**src/rtl/core/mvr_pkg.sv**
```systemverilog
// Shared types, constants and rounding helper for the row dot-product block.
// No dependencies; used by all modules in rtl/core.
`timescale 1ns / 1ps
`default_nettype none
package mvr_pkg;

  localparam logic [63:0] QNAN_BITS = 64'h7FF8_0000_0000_0000;
  localparam logic [63:0] INF_MAG   = 64'h7FF0_0000_0000_0000;

  typedef struct packed {
    logic [63:0] prod;
    logic        last;
  } prod_item_t;

  typedef enum logic [1:0] {
    ADD_IDLE,
    ADD_SUM,
    ADD_LZC,
    ADD_PACK
  } add_state_t;

  // Round to nearest even and pack; an exponent carry from rounding flows into
  // the exponent field, and a too-large magnitude becomes infinity.
  function automatic logic [63:0] round_pack(input logic sign, input logic [11:0] ebase,
                                             input logic [52:0] mant, input logic g,
                                             input logic st);
    logic        rnd;
    logic [53:0] m2;
    logic [63:0] mag;
    rnd = g & (st | mant[0]);
    m2  = {1'b0, mant} + {53'b0, rnd};
    mag = {ebase, 52'b0} + {10'b0, m2};
    if (mag >= INF_MAG) begin
      return {sign, INF_MAG[62:0]};
    end
    return {sign, mag[62:0]};
  endfunction

endpackage
`default_nettype wire

```
**src/rtl/core/mvr_add.sv**
```systemverilog
// Back end: four-step sequencer that adds each product into the running sum
// and emits the row sum. Depends on mvr_pkg.
`timescale 1ns / 1ps
`default_nettype none
module mvr_add (
  input  wire logic                clk,
  input  wire logic                rst_n,
  input  wire logic                fifo_empty,
  input  wire mvr_pkg::prod_item_t head,
  output logic                     pop,
  output logic                     out_valid,
  input  wire logic                out_stall,
  output logic [63:0]              out_row_sum
);

  function automatic logic [5:0] lzc56(input logic [55:0] x);
    logic [5:0] n;
    logic       f;
    n = 6'd56;
    f = 1'b0;
    for (int i = 55; i >= 0; i--) begin
      if (!f && x[i]) begin
        n = 6'(55 - i);
        f = 1'b1;
      end
    end
    return n;
  endfunction

  mvr_pkg::add_state_t state_r, state_nxt;

  logic [63:0] acc_r;
  logic        out_valid_r;
  logic [63:0] out_row_sum_r;
  logic [52:0] mb_r, ms_r;
  logic [10:0] eb_r, d_r;
  logic        sub_r, sgn_r, spec_r, last_r;
  logic [63:0] specv_r;
  logic [56:0] s_r;
  logic        cy_r;
  logic [5:0]  sh_r;

  logic        fire, blocked;
  logic [63:0] x, y;
  logic        x_nan, y_nan, x_inf, y_inf, x_zero, y_zero, swap;
  logic        spec;
  logic [63:0] specv;
  logic [10:0] ex, ey, ex1, ey1;
  logic [55:0] bsh, al;
  logic        ast;
  logic [56:0] s;
  logic [5:0]  lz;
  logic [10:0] lim;
  logic [55:0] n;
  logic [11:0] e12;
  logic [63:0] res;

  assign out_valid   = out_valid_r;
  assign out_row_sum = out_row_sum_r;

  always_comb begin
    state_nxt = state_r;
    pop       = 1'b0;
    blocked   = out_valid_r && out_stall;
    fire      = 1'b0;
    case (state_r)
      mvr_pkg::ADD_IDLE: begin
        if (!fifo_empty) begin
          pop       = 1'b1;
          state_nxt = mvr_pkg::ADD_SUM;
        end
      end
      mvr_pkg::ADD_SUM: state_nxt = mvr_pkg::ADD_LZC;
      mvr_pkg::ADD_LZC: state_nxt = mvr_pkg::ADD_PACK;
      mvr_pkg::ADD_PACK: begin
        if (!(last_r && blocked)) begin
          fire      = 1'b1;
          state_nxt = mvr_pkg::ADD_IDLE;
        end
      end
      default: state_nxt = mvr_pkg::ADD_IDLE;
    endcase
  end

  always_ff @(posedge clk) begin
    if (!rst_n) begin
      state_r <= mvr_pkg::ADD_IDLE;
    end else begin
      state_r <= state_nxt;
    end
  end

  always_comb begin
    x      = acc_r;
    y      = head.prod;
    ex     = x[62:52];
    ey     = y[62:52];
    ex1    = (ex == 11'd0) ? 11'd1 : ex;
    ey1    = (ey == 11'd0) ? 11'd1 : ey;
    x_inf  = (ex == 11'h7FF) && (x[51:0] == 52'd0);
    y_inf  = (ey == 11'h7FF) && (y[51:0] == 52'd0);
    x_nan  = (ex == 11'h7FF) && (x[51:0] != 52'd0);
    y_nan  = (ey == 11'h7FF) && (y[51:0] != 52'd0);
    x_zero = (x[62:0] == 63'd0);
    y_zero = (y[62:0] == 63'd0);
    swap   = (y[62:0] > x[62:0]);
    spec   = 1'b1;
    specv  = 64'd0;
    if (x_nan || y_nan || (x_inf && y_inf && (x[63] != y[63]))) begin
      specv = mvr_pkg::QNAN_BITS;
    end else if (x_inf) begin
      specv = x;
    end else if (y_inf) begin
      specv = y;
    end else if (x_zero && y_zero) begin
      specv = {x[63] & y[63], 63'd0};
    end else if (x_zero) begin
      specv = y;
    end else if (y_zero) begin
      specv = x;
    end else begin
      spec = 1'b0;
    end
  end

  always_comb begin
    bsh = {ms_r, 3'b0};
    if (d_r >= 11'd56) begin
      al  = 56'd0;
      ast = |ms_r;
    end else begin
      al  = bsh >> d_r[5:0];
      ast = |(bsh << (6'd56 - d_r[5:0]));
    end
    if (sub_r) begin
      s = {1'b0, mb_r, 3'b0} - {1'b0, al[55:1], al[0] | ast};
    end else begin
      s = {1'b0, mb_r, 3'b0} + {1'b0, al[55:1], al[0] | ast};
    end
    lz  = lzc56(s_r[55:0]);
    lim = eb_r - 11'd1;
    if (cy_r) begin
      n   = {s_r[56:2], s_r[1] | s_r[0]};
      e12 = {1'b0, eb_r} + 12'd1;
    end else begin
      n   = s_r[55:0] << sh_r;
      e12 = {1'b0, eb_r} - {6'b0, sh_r};
    end
    if (spec_r) begin
      res = specv_r;
    end else if (s_r == 57'd0) begin
      res = 64'd0;
    end else begin
      res = mvr_pkg::round_pack(sgn_r, e12 - 12'd1, n[55:3], n[2], |n[1:0]);
    end
  end

  always_ff @(posedge clk) begin
    if (!rst_n) begin
      acc_r       <= 64'd0;
      out_valid_r <= 1'b0;
    end else begin
      if (fire) begin
        acc_r <= last_r ? 64'd0 : res;
      end
      if (fire && last_r) begin
        out_valid_r <= 1'b1;
      end else if (!out_stall) begin
        out_valid_r <= 1'b0;
      end
    end
  end

  always_ff @(posedge clk) begin
    if (fire && last_r) begin
      out_row_sum_r <= (res[62:0] > mvr_pkg::INF_MAG[62:0]) ? mvr_pkg::QNAN_BITS : res;
    end
    if (pop) begin
      last_r  <= head.last;
      spec_r  <= spec;
      specv_r <= specv;
      sub_r   <= x[63] ^ y[63];
      sgn_r   <= swap ? y[63] : x[63];
      mb_r    <= swap ? {(ey != 11'd0), y[51:0]} : {(ex != 11'd0), x[51:0]};
      ms_r    <= swap ? {(ex != 11'd0), x[51:0]} : {(ey != 11'd0), y[51:0]};
      eb_r    <= swap ? ey1 : ex1;
      d_r     <= swap ? (ey1 - ex1) : (ex1 - ey1);
    end
    if (state_r == mvr_pkg::ADD_SUM) begin
      s_r <= s;
    end
    if (state_r == mvr_pkg::ADD_LZC) begin
      cy_r <= s_r[56];
      sh_r <= ({5'b0, lz} > lim) ? lim[5:0] : lz;
    end
  end

endmodule
`default_nettype wire

```
**config.mk**
```make
export PLATFORM = sky130hd
export DESIGN_NAME = mvr_add
export DESIGN_NICKNAME = d
export VERILOG_FILES = /design/src/rtl/core/mvr_pkg.sv /design/src/rtl/core/mvr_add.sv
export SDC_FILE = /design/constraint.sdc
export NUM_CORES = 2
export LEC_CHECK = 0
export BUFFER_PORTS_ARGS = -buffer_cell sky130_fd_sc_hd__buf_4
export CAP_MARGIN = 40
export CORE_MARGIN = 5
export CORE_UTILIZATION = 35
export DETAILED_ROUTE_END_ITERATION = 16
export GPL_TIMING_DRIVEN = 0
export PLACE_DENSITY = 0.48
export SLEW_MARGIN = 20
export SYNTH_ARGS = -nofsm -noshare
export SYNTH_HDL_FRONTEND = slang
export SYNTH_SLANG_ARGS = --single-unit
```
**constraint.sdc**
```tcl
create_clock -name clk -period 19.4 [get_ports clk]
set_input_delay 3.88 -clock clk [delete_from_list [all_inputs] [get_ports clk]]
set_output_delay 3.88 -clock clk [all_outputs]
set_load 0.01 [all_outputs]
```
### Word level (Yosys, flattened, before mapping)

Index checks and enable logic that the tools add are counted.

* output and inout bits: 66
* register bits: 391
* bits of input ports: 69
* logic and storage cells: 336

* add/sub/neg operators: 11
* eq/ne operators: 9
* reductions and logical operators: 139
* bitwise gates (word level): 6
* shift operators: 3
* multiplexer cells: 147
* order comparisons: 5

Operators by type and width (number)
* two-way mux 64 bit: 10
* two-way mux 6 bit: 57
* logical NOT 63 bit: 2
* two-way mux 56 bit: 2
* << shifter 56 x 6 -> 56 bit: 2
* two-way mux 53 bit: 2
* logical NOT 52 bit: 2
* nonzero test 52 bit: 2
* two-way mux 1 bit: 67
* logical AND 1 bit: 65
* adder 64 x 54 -> 64 bit: 1
* >= comparator 64 x 63 -> 1 bit (second input constant): 1
* greater-than comparator 63 bit: 1
* greater-than comparator 63 bit (second input constant): 1
* adder 56 x 56 -> 57 bit: 1
* logical NOT 57 bit: 1
* two-way mux 57 bit: 1
* subtractor 56 x 56 -> 57 bit: 1
* OR reduction 56 bit: 1
* >> shifter 56 x 6 -> 56 bit: 1
* logical NOT 1 bit: 55
* adder 53 x 1 -> 54 bit: 1
* OR reduction 53 bit: 1
* two-way mux 11 bit: 4
* 27 further kinds: 38

### Longest topological paths before layout

* depth after elaboration: 168
* depth in mapped cells: 35
* depth with buffers taken out: 27

### Least setup slack after synthesis

OpenSTA, ideal clock, no wires.

* path kind: input-to-output
* from: input fifo_empty
* to: output pop
* stages: 1
* path buffers: 0
* data arrival time: 12.685 ns
* slack: 2.835 ns
* required time: 15.520 ns
* cell sequence: nor2b_1

* cells in the longest elaborated chain, start to end: 2

Ends and longest elaborated chain
* start: declaration: line mvr_add.sv:8 `input wire logic fifo_empty,`
* two-way mux 1 bit: line mvr_add.sv:68 `if (!fifo_empty) begin`
* two-way mux 1 bit: line mvr_add.sv:66 `case (state_r)`
* end: declaration: line mvr_add.sv:10 `output logic pop,`

No other way between the ends.

### Worst setup path in the final report

* from: register d_r[0]
* to: register s_r[48], data pin

* cells in the longest elaborated chain, start to end: 7
* elaborated cells between the ends (all ways): 11
* classes of those cells: add/sub (3); order compare (1); shift (2); mux (3); bitwise (1); reduce/logical (1)

Ends and longest elaborated chain
* start: declaration: line mvr_add.sv:36 `logic [10:0] eb_r, d_r;`
* start signal: assignment: line mvr_add.sv:187 `d_r <= swap ? (ey1 - ex1) : (ex1 - ey1);`
* subtractor 6 bit: line mvr_add.sv:133 `ast = |(bsh << (6'd56 - d_r[5:0]));`
* << shifter 56 x 6 -> 56 bit: line mvr_add.sv:133
* OR reduction 56 bit: line mvr_add.sv:133
* two-way mux 1 bit: line mvr_add.sv:128 `if (d_r >= 11'd56) begin`
* bitwise OR 1 bit: line mvr_add.sv:136, mvr_add.sv:138
* adder 56 x 56 -> 57 bit / subtractor 56 x 56 -> 57 bit (equally long branches): line mvr_add.sv:138, mvr_add.sv:136
* two-way mux 57 bit *: line mvr_add.sv:135 `if (sub_r) begin`
* net s[48]: line mvr_add.sv:51 `logic [56:0] s;`
* end signal: assignment: line mvr_add.sv:190 `s_r <= s;`
* end: declaration: line mvr_add.sv:39 `logic [56:0] s_r;`

Mark *: on every way through the listed nets, which the timed path passes. The rest lies on a longest branch.
A chain may end at the register's enable or synchronous reset.

==> flow_summary.ini <==
[sta]
setup_viol = 0
skew_ps = 43.8
clock.fmax_ghz = 0.0831
final.setup.tns_ps = 0
min_period_ps = 12040
finalMaxSlewViolations = 0
max_slew_margin = 0.251
fin_ws_ps = 7360
hold_viol_final = 0
worst_slew_pin_slew_ps = 1120
rsz0062_at_grt = false
finalCritPeriodShare = 0.621

[clock_tree]
hold_buffers = 0
clock-sinks = 391
postCtsSetupRepairBufs = 0
cts_made_buffers = 50
post_cts_resized = 0
htreeDepth = 2
cts.clk_slew.worst_paths_ps = 60
clock_latency_ps = 670
clockBufferDepth = 3
cts_tree = built
cts-root-buf = clkbuf_16

[global_route]
groute.usage.overall = 0.342
grt_pass1_wl_um = 289000
grt_max_degree = 53
grt_pass1_vias = 36600
globalRouteOverflowTotal = 0
antenna_found_initial = 8

[worst_setup_path]
crit_arrival_ps = 12420
startpoint = d_r[0]
rr_startpoint = d_r[0]
critPathSlowestCell = buf_1
end_kind = flip-flop
r2r_slack_ps = 7360
path_class = flip-flop to flip-flop
slowest_delay_ps = 620
crit_path_max_fanout = 10
cp.required_ps = 19780
rr_endpoint = s_r[48]
reg2regPathDepth = 34
cp_common_cell = clkbuf_1
critPathLaunchType = flip-flop

[status]
status = finished, final reports clean

[floorplan]
die_w_um = 344
core_sq_um = 111000
dieArea_sq_um = 118000
start_util = 0.352
boundaryPins = 135
core.rowCount = 122
die_y_um = 344

[route]
drtIter0Drc = 5777
drtAntennaViolNets = 0
drcViolationCount = 0
drt-pass1-iter-count = 7
wire_per_inst_um = 33.3
viasPerCell = 6.34
totalWireLength_um = 209000
vias = 39800

[job]
cap_violations = 0

[synthesis]
syn-instance-count = 4481
synthFlopType = edfxtp_1
ys_ff_latch = 391
synth-edff-count = 324
synthesis.area_sq_um = 38900
synth_nets = 4774
synth.top_cell.area_share = 0.250
synth_cell_types = 103
synth-async-reset-ratio = 0
synth_area_leaders = edfxtp_1 25%, ha_1 7.1%, mux4_2 7.0%
ys_seq_area_frac = 0.284
synth_area_leader_cell = edfxtp_1
ys_warn_count = 0
synth.avg_cell_area_sq_um = 8.69

[final_layout]
syn_to_final_growth_pct = 14.2
fill_cells = 11400
nNetsFinal = 5034
mostFrequentLayoutCell = nand2_1
instances_no_fill = 6274
final_cell_mix = 409 x nand2_1, 397 x nor2_1, 324 x edfxtp_1
fin_util = 0.402
drive_gt1_frac = 0.143

[power_and_ir_drop]
irDropWorstVdd_v = 0.0000875
p_leak_nw = 16.8
total_power_mw = 7.14
powerDensity_nw_per_um2 = 161

[worst_hold_path]
hold_end = out_valid
hold_path_depth = 2
hold_start = out_valid
min_path_type = flip-flop to flip-flop

[place]
globalplace.congestion = 1.05
placed_cells = 6170
hpwl_um = 169000
portBuffers = 134
dp_slack_ps = 7800
kinds of logic after synthesis:
group                      count (synthesis)  share of synthesized area
xor gates and xnor gates                 137                     0.0308
DFF                                      391                      0.284
adders and majority gates                224                     0.0728
buffers and inverters                    597                     0.0626
and+or+nand+nor                         1511                      0.192
muxes                                    419                      0.150
AOI/OAI and AO/OA                       1202                      0.207
worst max-delay path, delay by kind of cell, from the launching register on:
kind,cells,cell delay [ps]
compound gates,13,4210
xor+xnor,1,120
fa+ha+maj,2,650
buf+inv,13,5120
flops,1,550
simple gates,5,1030
worst max path at each step:
stage / endpoint / slack (ps) / cells past startpoint
after floorplan: pop / 2830 / 1
after global placement: pop / -3340 / 3
after detailed placement: s_r[48] / 7800 / 34
after CTS: s_r[48] / 7760 / 34
after global routing: s_r[48] / 6600 / 34
final: s_r[48] / 7360 / 34
cell type report:
class,instances,area [sq um],area share
flip-flops and latches,391,11100,0.249
well taps,1488,1860,0.0419
inverters,255,957,0.0215
plain buffers,342,1480,0.0333
multi-input cells,3493,25500,0.574
clock inverters,29,415,0.00934
diodes,3,7.51,0.000169
repair buffers,208,1820,0.0410
clock buffers,65,1350,0.0303
metal layers:
metal  vias to the layer above  track usage  share of wire
li1                      17300            -              -
met1                     19800        0.491           0.44
met2                      2232        0.517           0.43
met3                       382       0.0574          0.084
met4                         4        0.123          0.045
met5                         -            0        0.00019
power breakdown:
part	total [mW]	internal (mW)	switching [mW]
logic	4.53	1.54	3.00
clock network	1.01	0.601	0.411
registers	1.59	1.28	0.312
total	7.14	3.42	3.72
state kept, by name, indices dropped and copies added, names as in the netlist, 2 cells and up:
name,flops
acc_r,64
out_row_sum,64
specv_r,64
s_r,57
mb_r,53
ms_r,53
d_r,11
eb_r,11
sh_r,6
state_r,2
synth_stat cells, types with 32 or more instances:
| library cell | number |
|---|---|
| nand3_1 | 88 |
| nand2_1 | 409 |
| a21oi_1 | 236 |
| dfxtp_1 | 67 |
| o21ai_0 | 278 |
| and2_1 | 55 |
| buf_1 | 41 |
| inv_1 | 246 |
| a31oi_1 | 34 |
| mux2i_1 | 180 |
| nor2b_1 | 49 |
| nor3_1 | 113 |
| mux2_2 | 118 |
| xnor2_1 | 99 |
| a22oi_1 | 126 |
| clkbuf_1 | 255 |
| nand2b_1 | 45 |
| o211ai_1 | 33 |
| mux4_2 | 121 |
| a21o_1 | 76 |
| ha_1 | 220 |
| o21bai_1 | 34 |
| edfxtp_1 | 324 |
| xor2_1 | 38 |
| a211oi_1 | 54 |
| nor2_1 | 399 |
| or3_1 | 32 |
| nand4_1 | 64 |
| nor4_1 | 88 |
metrics by stage:
stage                     area [sq um]  hold slack (ps)
after floorplan                  38900              451
after global placement           41800              529
after detailed placement         42700              532
after CTS                        44400              539
after global routing             44500              608
final                            44500              540
Power figures use the tool's default switching activity.
