$ cat config.mk
export PLATFORM = sky130hd
export DESIGN_NAME = mvr_fifo
export DESIGN_NICKNAME = d
export VERILOG_FILES = /design/src/rtl/core/mvr_pkg.sv /design/src/rtl/core/mvr_fifo.sv
export SDC_FILE = /design/constraint.sdc
export NUM_CORES = 1
export LEC_CHECK = 0
export BUFFER_PORTS_ARGS = -buffer_cell sky130_fd_sc_hd__buf_4
export CAP_MARGIN = 20
export CELL_PAD_IN_SITES_DETAIL_PLACEMENT = 0
export CELL_PAD_IN_SITES_GLOBAL_PLACEMENT = 1
export CORE_ASPECT_RATIO = 1.5
export CORE_UTILIZATION = 52
export CTS_BUF_LIST = sky130_fd_sc_hd__clkbuf_8
export DETAILED_ROUTE_END_ITERATION = 7
export GPL_TIMING_DRIVEN = 0
export PLACE_DENSITY = 0.86
export SETUP_SLACK_MARGIN = 0.15
export SKIP_CTS_REPAIR_TIMING = 1
export SYNTH_ARGS = -nofsm -noshare
export SYNTH_HDL_FRONTEND = slang
export SYNTH_SLANG_ARGS = --single-unit
$ cat constraint.sdc
create_clock -name clk -period 3.3 [get_ports clk]
set_input_delay 0.33 -clock clk [delete_from_list [all_inputs] [get_ports clk]]
set_output_delay 0.33 -clock clk [all_outputs]
set_load 0.005 [all_outputs]
$ cat src/rtl/core/mvr_pkg.sv
// Shared types, constants and rounding helper for the row dot-product block.
// No dependencies; used by all modules in rtl/core.
`timescale 1ns / 1ps
`default_nettype none
package mvr_pkg;

  localparam logic [63:0] QNAN_BITS = 64'h7FF8_0000_0000_0000;
  localparam logic [63:0] INF_MAG   = 64'h7FF0_0000_0000_0000;

  typedef struct packed {
    logic [63:0] prod;
    logic        last;
  } prod_item_t;

  typedef enum logic [1:0] {
    ADD_IDLE,
    ADD_SUM,
    ADD_LZC,
    ADD_PACK
  } add_state_t;

  // Round to nearest even and pack; an exponent carry from rounding flows into
  // the exponent field, and a too-large magnitude becomes infinity.
  function automatic logic [63:0] round_pack(input logic sign, input logic [11:0] ebase,
                                             input logic [52:0] mant, input logic g,
                                             input logic st);
    logic        rnd;
    logic [53:0] m2;
    logic [63:0] mag;
    rnd = g & (st | mant[0]);
    m2  = {1'b0, mant} + {53'b0, rnd};
    mag = {ebase, 52'b0} + {10'b0, m2};
    if (mag >= INF_MAG) begin
      return {sign, INF_MAG[62:0]};
    end
    return {sign, mag[62:0]};
  endfunction

endpackage
`default_nettype wire

$ cat src/rtl/core/mvr_fifo.sv
// Short queue of products between the multiplier and the accumulator.
// Depends on mvr_pkg for the entry type.
`timescale 1ns / 1ps
`default_nettype none
module mvr_fifo #(
  parameter int DEPTH = 4
) (
  input  wire logic                clk,
  input  wire logic                rst_n,
  input  wire logic                push,
  input  wire mvr_pkg::prod_item_t din,
  output logic                     full,
  input  wire logic                pop,
  output mvr_pkg::prod_item_t      dout,
  output logic                     empty
);

  localparam int AW = (DEPTH > 1) ? $clog2(DEPTH) : 1;

  mvr_pkg::prod_item_t mem [DEPTH];
  logic [AW-1:0] wp_r, rp_r;
  logic [AW:0]   cnt_r;

  assign full  = (cnt_r == (AW+1)'(DEPTH));
  assign empty = (cnt_r == '0);
  assign dout  = mem[rp_r];

  always_ff @(posedge clk) begin
    if (!rst_n) begin
      wp_r  <= '0;
      rp_r  <= '0;
      cnt_r <= '0;
    end else begin
      if (push) begin
        wp_r <= (wp_r == AW'(DEPTH - 1)) ? '0 : wp_r + 1'b1;
      end
      if (pop) begin
        rp_r <= (rp_r == AW'(DEPTH - 1)) ? '0 : rp_r + 1'b1;
      end
      if (push && !pop) begin
        cnt_r <= cnt_r + 1'b1;
      end else if (pop && !push) begin
        cnt_r <= cnt_r - 1'b1;
      end
    end
  end

  always_ff @(posedge clk) begin
    if (push) begin
      mem[wp_r] <= din;
    end
  end

endmodule
`default_nettype wire

* Word-level counts from Yosys, hierarchy flattened *
Memories as Yosys holds them, arrays and structs flattened. A register that Yosys moved wholly into a read port is not among the register bits.
Index checks and enable logic that the tools add are counted.

word-level totals
  bits in registers = 7
  RAM bits = 260
  output and inout bits = 67
  memories = 1

memory list
  name  words  bits a word  read ports  clocked after Yosys merged registers in  wr ports  RTL line        text
  mem   4      65           1           1                                        1         mvr_fifo.sv:20  mvr_pkg::prod_item_t mem [DEPTH];

operators by class
  add/subtract/negate cells = 4
  eq/ne operators = 3
  multiplexer cells = 8
  reductions and logical operators = 6

operators by type and width
  kind                                              number
  two-way mux 2 bit                                 4
  two-way mux 3 bit                                 2
  adder 2 x 1 -> 2 bit, second input constant       2
  equality test 2 bit, second input constant        2
  adder 3 x 1 -> 3 bit, second input constant       1
  equality test 3 bit, second input constant        1
  zero test 3 bit                                   1
  subtractor 3 x 1 -> 3 bit, second input constant  1
  logical AND 1 bit                                 2
  zero test 1 bit                                   2
  two-way mux 1 bit                                 2
  nonzero test 2 bit                                1

* Logic depth before layout (Yosys ltp) *
Gate-level depths: netlist (run 1).

  word-level depth = 4
  gate-level depth with buffers = 7
  gate-level depth less buffers = 7

* Worst setup path before layout (run 1) *
Ideal clock, no wire load.

  path type = register to register
  from = register wp_r[0]
  to = memory mem[3][0] in the netlist's numbering (enable)
  library setup time = 0.430 ns
  arrival = 2.076 ns
  required time = 2.870 ns
  path slack = 0.794 ns
  cell stages (with the launch flop) = 3
  path through = dfxtp_1 ha_1 and2_1

RTL lines
  item                      RTL line        text
  start: declaration        mvr_fifo.sv:21  logic [AW-1:0] wp_r, rp_r;
  start signal: assignment  mvr_fifo.sv:35  wp_r <= (wp_r == AW'(DEPTH - 1)) ? '0 : wp_r + 1'b1;
  end: declaration          mvr_fifo.sv:20

Straight into the memory's write port.

==> flow_summary.toml, run 1 <==
[outcome]
outcome = "finished clean"

[worst_setup_path]
required_ns = 2.97
crit_arrival_ns = 1.94
crit_type = "reg -> out"
end_kind = "output pin"
cp_max_fo = 10
startpoint_type = "flop"
r2r_slack_ns = 1.56

[final_layout]
fin_util_pct = 65.2
most-common-layout-cells = "edfxtp_1 (260), buf_4 (136), mux4_2 (65)"
multi_input_area_mm2 = 0.00174
drive_gt1_share_pct = 45.2
n_fill_cell = 1220
register_area_mm2 = 0.00799
stdcell_count = 850
diodes = 0
nets = 647
layout_commonest_cell = "edfxtp_1"
area_delta_synth_final_pct = 22.4

[min_path]
hold_class = "in -> reg"

[synthesis]
synth_xor_area_share_pct = 0.177
synth.distinct_cells = 23
synthCells = 383
synth_top_area_cell = "edfxtp_1"
ys_seq_elements = 269
synth_nets = 459
yosys-top-cells-area = "edfxtp_1 (79%), mux4_2 (15%), dfxtp_1 (1.8%), buf_12 (1.0%), ha_1 (0.76%)"
synth_simple_gate_area_share_pct = 0.912
synth_top_area_share_pct = 79.0
synth_fa_ha_area_share_pct = 0.962
ys_warn_count = 0
muxShareOfSynthArea_pct = 15.2
syn_area_mm2 = 0.00988
synth_top_family_by_area = "multiplexers"
syn_area_per_cell_um2 = 25.8
yosysSeqAreaShare_pct = 80.8
synth_compound_area_share_pct = 0.203

[placement]
gp_congestion = 0.674
numPlacedInstances = 774
io_buffers = 135
detailedPlacementHpwl_mm = 10.6

[detailed_routing]
postRouteAntennaNets = 0
drt-initial-drc-count = 267
drt-total-wl_mm = 16.7
wire_per_inst_um = 19.7
drt-pass1-iter-count = 5
vias_per_cell = 5.24
remaining_drc_errors = 0
num_vias = 4455

[cts]
cts_tree = "built"
cts_root_buf = "clkbuf_8"
numCtsBuffers = 38
htreeDepth = 2
clk_latency_ns = 0.50
clk_pin_slew_worst_paths_ns = 0.06
clock_path_buffers = 3
cts.sinks = 269

[run]
maxCapViolations = 0

[global_route]
antenna_found_initial = 0
grt_max_degree = 48
grt_usage_pct = 17.6
grt_pass1_vias = 4859
gr-total-overflow = 0
grt_pass1_wl_mm = 25.4

[sta]
finalSetupViolations = 0
hold_viol = 0
finalMaxSlewViolations = 0
rsz0062_at_grt = "no"
finClkSkew_ns = 0.0161
slew_headroom_pct = 56.5
worst_slew_pin_slew_ns = 0.653
clock.fmax_mhz = 440
post-route-min-period_ns = 2.27
fin_crit_sh_pct = 68.9

[floorplanning]
die_h_um = 171
num_rows = 61
io_pins = 136
core_area_mm2 = 0.0185
start_util_pct = 53.3
die_w_um = 115
dieArea_mm2 = 0.0196

[power]
powerDensity_mw_per_mm2 = 578
leakage_nw = 4.16
vdd_drop_max_mv = 0.495
[synth_stat cells]
master	number
or3_1	1
and2_1	5
mux4_2	65
nor3_1	2
nor3b_1	1
a21boi_0	1
xnor2_1	1
dfxtp_1	9
o21a_1	1
buf_4	1
buf_2	6
ha_1	6
nor2_1	1
clkbuf_1	1
inv_1	4
fa_1	1
xor2_1	1
o21ai_0	1
mux2i_1	4
nor2b_1	5
buf_6	1
buf_12	5
edfxtp_1	260
[stage by stage]
| step | worst slack (ns) | power, mW | area, um^2 | TNS, ns | hold slack [ns] |
|---|---|---|---|---|---|
| 3_5_place_dp | 1.42 | 4.74 | 11300 | 0 | 0.518 |
| 5_1_grt | 0.919 | 7.25 | 12100 | 0 | 0.000157 |
| 4_1_cts | 0.966 | 7.05 | 12000 | 0 | -0.00415 |
| 3_3_place_gp | -0.288 | 4.70 | 11200 | -67.75 | 0.485 |
| 2_1_floorplan | 0.794 | 4.36 | 9880 | 0 | 0.429 |
| 6_report | 1.03 | 6.98 | 12100 | 0 | 0.0225 |
[state kept, by name, summed over array words and instances (netlist names), named ones only]
signal and flops:
rp_r 2, mem 260, cnt_r 3, wp_r 2
[logic make-up (layout without fill, tap and decap cells)]
family	Yosys count	after routing
AO/OA/AOI/OAI	3	3
XOR/XNOR	2	2
adder cells (fa/ha/maj)	7	7
buffers and inverters	18	233
flip-flops	269	269
multiplexers	69	69
AND/OR/NAND/NOR	15	15
[critical path, stage by stage, from the launching register on]
cell,delay [ns]
dfxtp_1,0.34
buf_6,0.23
buf_12,0.18
mux4_2,0.53
buf_4,0.16
[power breakdown]
group          leakage [nW]  switching (mW)  internal (mW)
logic                  1.31           0.309          0.399
clock network         0.395            1.12           1.20
registers              2.46          0.0410           3.91
[per-layer routing]
| layer | vias to the layer above | routed length (um) | track usage [%] |
|---|---|---|---|
| met4 | 0 | 391 | 6.27 |
| met5 | - | 0 | 0 |
| met2 | 126 | 9450 | 33.0 |
| li1 | 2012 | - | - |
| met3 | 27 | 779 | 3.72 |
| met1 | 2290 | 6100 | 19.7 |
[final cells by class]
type	instances	share of cell area, %
sequential	269	66.1
multi-input combinational	96	14.4
timing repair buffer	148	9.85
clock buffer	40	4.55
tap	252	2.61
buffer	14	1.26
clock inverter	27	1.18
inverter	4	0.124
[final timing paths]
path                  from          to  cells past startpoint
hold / removal     din[63]  mem[3][63]                      1
setup / recovery      flop    dout[29]                      4
setup reg to reg   wp_r[0]   mem[3][7]                      3
hold reg to reg   cnt_r[2]    cnt_r[2]                      2
Power figures use the tool's default switching activity.
==> run 2, diff against run 1 <==
- CORE_UTILIZATION: 52 -> 47
- PLACE_DENSITY: 0.86 -> 0.83
- clock period: 3.3 -> 1.9 ns (I/O delays scaled with it)
==> flow_summary.toml, run 2 (synthesized netlist as in run 1, its figures left out) <==
[detailed_routing]
drt-total-wl_mm = 19.4
drt-pass1-iter-count = 4
postRouteAntennaNets = 0
remaining_drc_errors = 0
vias_per_cell = 5.15
drt-initial-drc-count = 209
wire_per_inst_um = 20.9
num_vias = 4792

[power]
leakage_nw = 4.51
powerDensity_mw_per_mm2 = 969
vdd_drop_max_mv = 0.589

[floorplanning]
io_pins = 136
core_area_mm2 = 0.0205
die_w_um = 120
die_h_um = 180
dieArea_mm2 = 0.0216
num_rows = 64
start_util_pct = 48.2

[placement]
placed_area_mm2 = 0.0112
numPlacedInstances = 782
gp_congestion = 0.690
io_buffers = 135
detailedPlacementHpwl_mm = 10.8

[sta]
clock.fmax_mhz = 479
setup_slack_ns = -0.186
finClkSkew_ns = 0.0109
finalMaxSlewViolations = 0
finalSetupViolations = 65
hold_viol = 0
whs_ns = 0.0305
fin_crit_sh_pct = 110
slew_headroom_pct = 63.2
rsz0062_at_grt = "yes"
post-route-min-period_ns = 2.09
worst_slew_pin_slew_ns = 0.551

[worst_setup_path]
critPathBufInv = 3
end_kind = "output pin"
worstRegToRegCells = 2
required_ns = 1.71
cp_slowest_cell = "mux4_2"
cpPeakStageDelay_ns = 0.55
startpoint_type = "flop"
worstReg2RegStart = "wp_r[0]"
crit_chain = "buf_12 -> buf_12 -> mux4_2 -> buf_6"
cpLargestDelayFamily = "multiplexers"
crit_path_frequent_cell = "buf_12"
crit_type = "reg -> out"
r2r-end = "mem[3][24]"
crit_arrival_ns = 1.90
r2r_slack_ns = 0.28
cp_max_fo = 10

[global_route]
antenna_found_initial = 0
grt_max_degree = 66
grt_usage_pct = 16.9
gr-total-overflow = 0
grt_pass1_vias = 5000
grt_pass1_wl_mm = 27.2

[cts]
numCtsBuffers = 37
htreeDepth = 2
clk_pin_slew_worst_paths_ns = 0.06
clk_latency_ns = 0.51
cts.sinks = 269
clock_path_buffers = 3
cts_root_buf = "clkbuf_8"
cts_tree = "built"

[min_path]
hold_class = "in -> reg"
hold_start = "pop"
hold_depth = 3

[final_layout]
drive_gt1_share_pct = 42.6
fin_util_pct = 63.4
diodes = 0
largest_register_ffs = 260
regMostFlops = "mem"
stdcell_count = 930
fin_area_mm2 = 0.0130
most-common-layout-cells = "edfxtp_1 (260), buf_4 (94), dlygate4sd3_1 (66)"
area_delta_synth_final_pct = 31.6
nets = 713
layout_commonest_cell = "edfxtp_1"
top_regs = "mem (260), cnt_r (3)"

[run]
maxCapViolations = 0

[outcome]
outcome = "finished with violations"
violations = "negative setup slack"
[run 2: changes by cell type in the layout (fill, tap and decap cells not counted), moves of 2 or more]
cell,before,now
dlygate4sd3_1,9,66
buf_6,1,52
buf_4,136,94
buf_2,6,0
inv_1,15,10
and2_4,4,8
clkinv_1,7,11
clkbuf_16,0,3
clkbuf_8,40,37
clkbuf_4,0,2
clkinvlp_4,2,4
[run 2: worst min-delay path: stages]
cell and delay, ns:
buf_4 0.10, nor2b_1 0.04, o21a_1 0.17
[run 2: final cells by class]
cell class | count | area (um^2)
plain buffers | 14 | 194
repair buffers | 211 | 1990
clock buffers | 37 | 509
inverters | 4 | 15.0
fillers | 1415 | 7490
multi-input cells | 100 | 1770
well taps | 264 | 330
flip-flops and latches | 269 | 7990
clock inverters | 31 | 200
[run 2: power by group]
group,switching (mW),internal (mW)
sequential,0.0734,6.79
clock,2.09,2.13
combinational,0.624,0.891
total,2.78,9.81
[run 2: routing by layer]
metal / wire (um) / part of all wire (%) / track usage, %
met5: 0 / 0 / 0
met4: 555 / 2.9 / 8.15
met3: 696 / 3.6 / 2.86
met2: 10900 / 56 / 30.5
met1: 7280 / 37 / 19.2
[run 2: worst max-delay path by stage]
stage	startpoint	end	cells past startpoint
finish	flop	dout[53]	4
global route	flop	dout[53]	4
CTS	flop	dout[53]	4
detailed placement	wp_r[0]	mem[3][52]	2
global placement	wp_r[0]	mem[3][3]	2
floorplan	wp_r[0]	mem[3][0]	2
[run 2: metrics by stage]
step / power, mW / TNS [ns] / setup WS [ns]
final: 12.6 / -8.38 / -0.186
after global routing: 13.0 / -12.55 / -0.247
after CTS: 12.4 / -18.80 / -0.381
after detailed placement: 8.23 / 0 / 0.0141
after global placement: 8.16 / 0 / 0.0878
after floorplan: 7.57 / 0 / 0.428
==> run 3, diff against run 2 <==
- ABC_AREA: unset -> 1
- CORE_UTILIZATION: 47 -> 45
==> flow_summary.toml, run 3 <==
[cts]
numCtsBuffers = 39
cts.sinks = 269
cts_root_buf = "clkbuf_8"
clk_latency_ns = 0.53
clk_pin_slew_worst_paths_ns = 0.07
clock_path_buffers = 3
htreeDepth = 2
cts_tree = "built"

[floorplanning]
io_pins = 136
core_area_mm2 = 0.0226
die_w_um = 126
start_util_pct = 46.2
die_h_um = 188
dieArea_mm2 = 0.0238
num_rows = 67

[synthesis]
synth.distinct_cells = 24
synthCells = 688
yosysSeqAreaShare_pct = 76.7
synth_nets = 764
synthFlopType = "edfxtp_1"
ys_seq_elements = 269
ys_warn_count = 0
synth_top_area_cell = "edfxtp_1"
syn_area_per_cell_um2 = 15.1
synth_top_area_share_pct = 75.0
synthTopCellsByCount = "edfxtp_1 (260), nor2_1 (118), o21ai_0 (93)"
synthMostInstantiatedCell = "edfxtp_1"
async_flop_share_pct = 0
syn_area_mm2 = 0.0104
yosys-top-cells-area = "edfxtp_1 (75%), o21ai_0 (4.5%), nor2_1 (4.3%), o22ai_1 (2.7%), o22ai_2 (2.4%)"
synth_edf_count = 260

[worst_setup_path]
cpPeakStageDelay_ns = 0.38
startpoint_type = "flop"
required_ns = 1.71
end_kind = "output pin"
crit_type = "reg -> out"
crit_chain = "buf_12 -> inv_8 -> clkbuf_16 -> buf_16 -> nor2_4 -> o22ai_2 -> buf_4"
crit_arrival_ns = 1.86
cpLargestDelayFamily = "buffers and inverters"
cp_max_fo = 7
critPathBufInv = 5
cp_slowest_cell = "dfxtp_4"

[global_route]
grt_usage_pct = 19.1
grt_pass1_wl_mm = 34.0
grt_pass1_vias = 6352
antenna_found_initial = 0
gr-total-overflow = 0
grt_max_degree = 36

[outcome]
violations = "negative setup slack"
outcome = "finished with violations"

[detailed_routing]
remaining_drc_errors = 0
drt-initial-drc-count = 354
drt-total-wl_mm = 24.0
wire_per_inst_um = 19.1
drt-pass1-iter-count = 4
postRouteAntennaNets = 0
vias_per_cell = 5.21
num_vias = 6544

[sta]
whs_ns = 0.0115
hold_viol = 0
clock.fmax_mhz = 488
setup_slack_ns = -0.151
finalMaxSlewViolations = 0
finClkSkew_ns = 0.00923
post-route-min-period_ns = 2.05
rsz0062_at_grt = "yes"
finalSetupViolations = 65
slew_headroom_pct = 69.6
fin_crit_sh_pct = 108
worst_slew_pin_slew_ns = 0.456

[final_layout]
regMostFlops = "mem"
top_regs = "mem (260), cnt_r (3)"
area_delta_synth_final_pct = 33.1
layout_commonest_cell = "edfxtp_1"
largest_register_ffs = 260
diodes = 0
most-common-layout-cells = "edfxtp_1 (260), buf_4 (148), nor2_1 (111)"
fin_area_mm2 = 0.0139
drive_gt1_share_pct = 35.5
nets = 1027

[placement]
gp_congestion = 0.710
placed_area_mm2 = 0.0119
post-place-ws_ns = -0.273
io_buffers = 135
detailedPlacementHpwl_mm = 14.1

[power]
powerDensity_mw_per_mm2 = 922
vdd_drop_max_mv = 0.693
leakage_nw = 5.01

[run]
maxCapViolations = 0

[min_path]
hold_class = "in -> reg"
[run 3: cell types whose count changed after synthesis, sizes merged, moves of 2 or more]
| cell | delta |
|---|---|
| nor2 | +137 |
| o21ai | +132 |
| mux4 | -65 |
| o22ai | +65 |
| buf | +17 |
| inv | +12 |
| clkbuf | +11 |
| nand2 | +8 |
| and2 | -5 |
| nor2b | -5 |
| mux2i | -4 |
| a21oi | +3 |
| nor3 | +2 |
[run 3: cell families after synthesis]
logic type               Yosys count  share of synthesized area, %
AO/OA/AOI/OAI                    201                          11.8
flip-flops                       269                          76.7
AND/OR/NAND/NOR                  152                          7.00
buffers and inverters             58                          3.47
XOR/XNOR                           1                        0.0841
adder cells (fa/ha/maj)            7                         0.913
[run 3: power by group]
group | internal [mW] | total, mW | leakage (nW) | switching [mW]
sequential | 6.78 | 6.86 | 2.46 | 0.0785
clock | 1.98 | 4.07 | 0.391 | 2.09
combinational | 0.911 | 1.86 | 2.16 | 0.948
[run 3: stage by stage]
stage	cells	TNS (ns)	power (mW)	utilization, %
global route	1257	-11.60	13.3	61.5
CTS	1176	-39.28	12.6	55.9
detailed placement	1105	-15.34	8.52	52.9
floorplan	688	-10.70	7.71	-
finish	1257	-6.49	12.8	61.5
global placement	1099	-223.19	8.47	52.3
[run 3: final cells by class]
class	count	area [um^2]
fill	1691	8690
sequential	269	7990
multi-input combinational	361	2270
timing repair buffer	220	2020
clock buffer	40	551
buffer	42	445
tap	276	345
clock inverter	31	140
inverter	16	82.6
timing repair inverter	2	15.0
[run 3: path summary, 6_finish.rpt]
check | endpoint | slack [ns] | from | depth (start not counted)
worst max register to register | mem[2][2] | 0.32 | wp_r[0] | 4
worst max-delay path | dout[51] | -0.15 | flop | 7
worst min-delay path | flop | 0.01 | pop | 4
worst min register to register | wp_r[1] | 0.49 | wp_r[1] | 2
[run 3: layer usage]
metal / wire length, um / global-route usage, % / share of wire (%) / vias to the layer above
met5: 0 / 0 / 0 / -
met4: 628 / 8.20 / 2.6 / 0
met3: 998 / 4.09 / 4.2 / 45
met2: 13100 / 34.3 / 55 / 180
met1: 9230 / 21.7 / 39 / 3205
li1: - / - / - / 3114
[run 3: worst reg2reg max path, delay by kind of cell (launching register included)]
family / cells / cell delay, ns
buffers and inverters: 2 / 0.48
DFF: 1 / 0.38
and+or+nand+nor: 1 / 0.14
adders and majority gates: 1 / 0.18
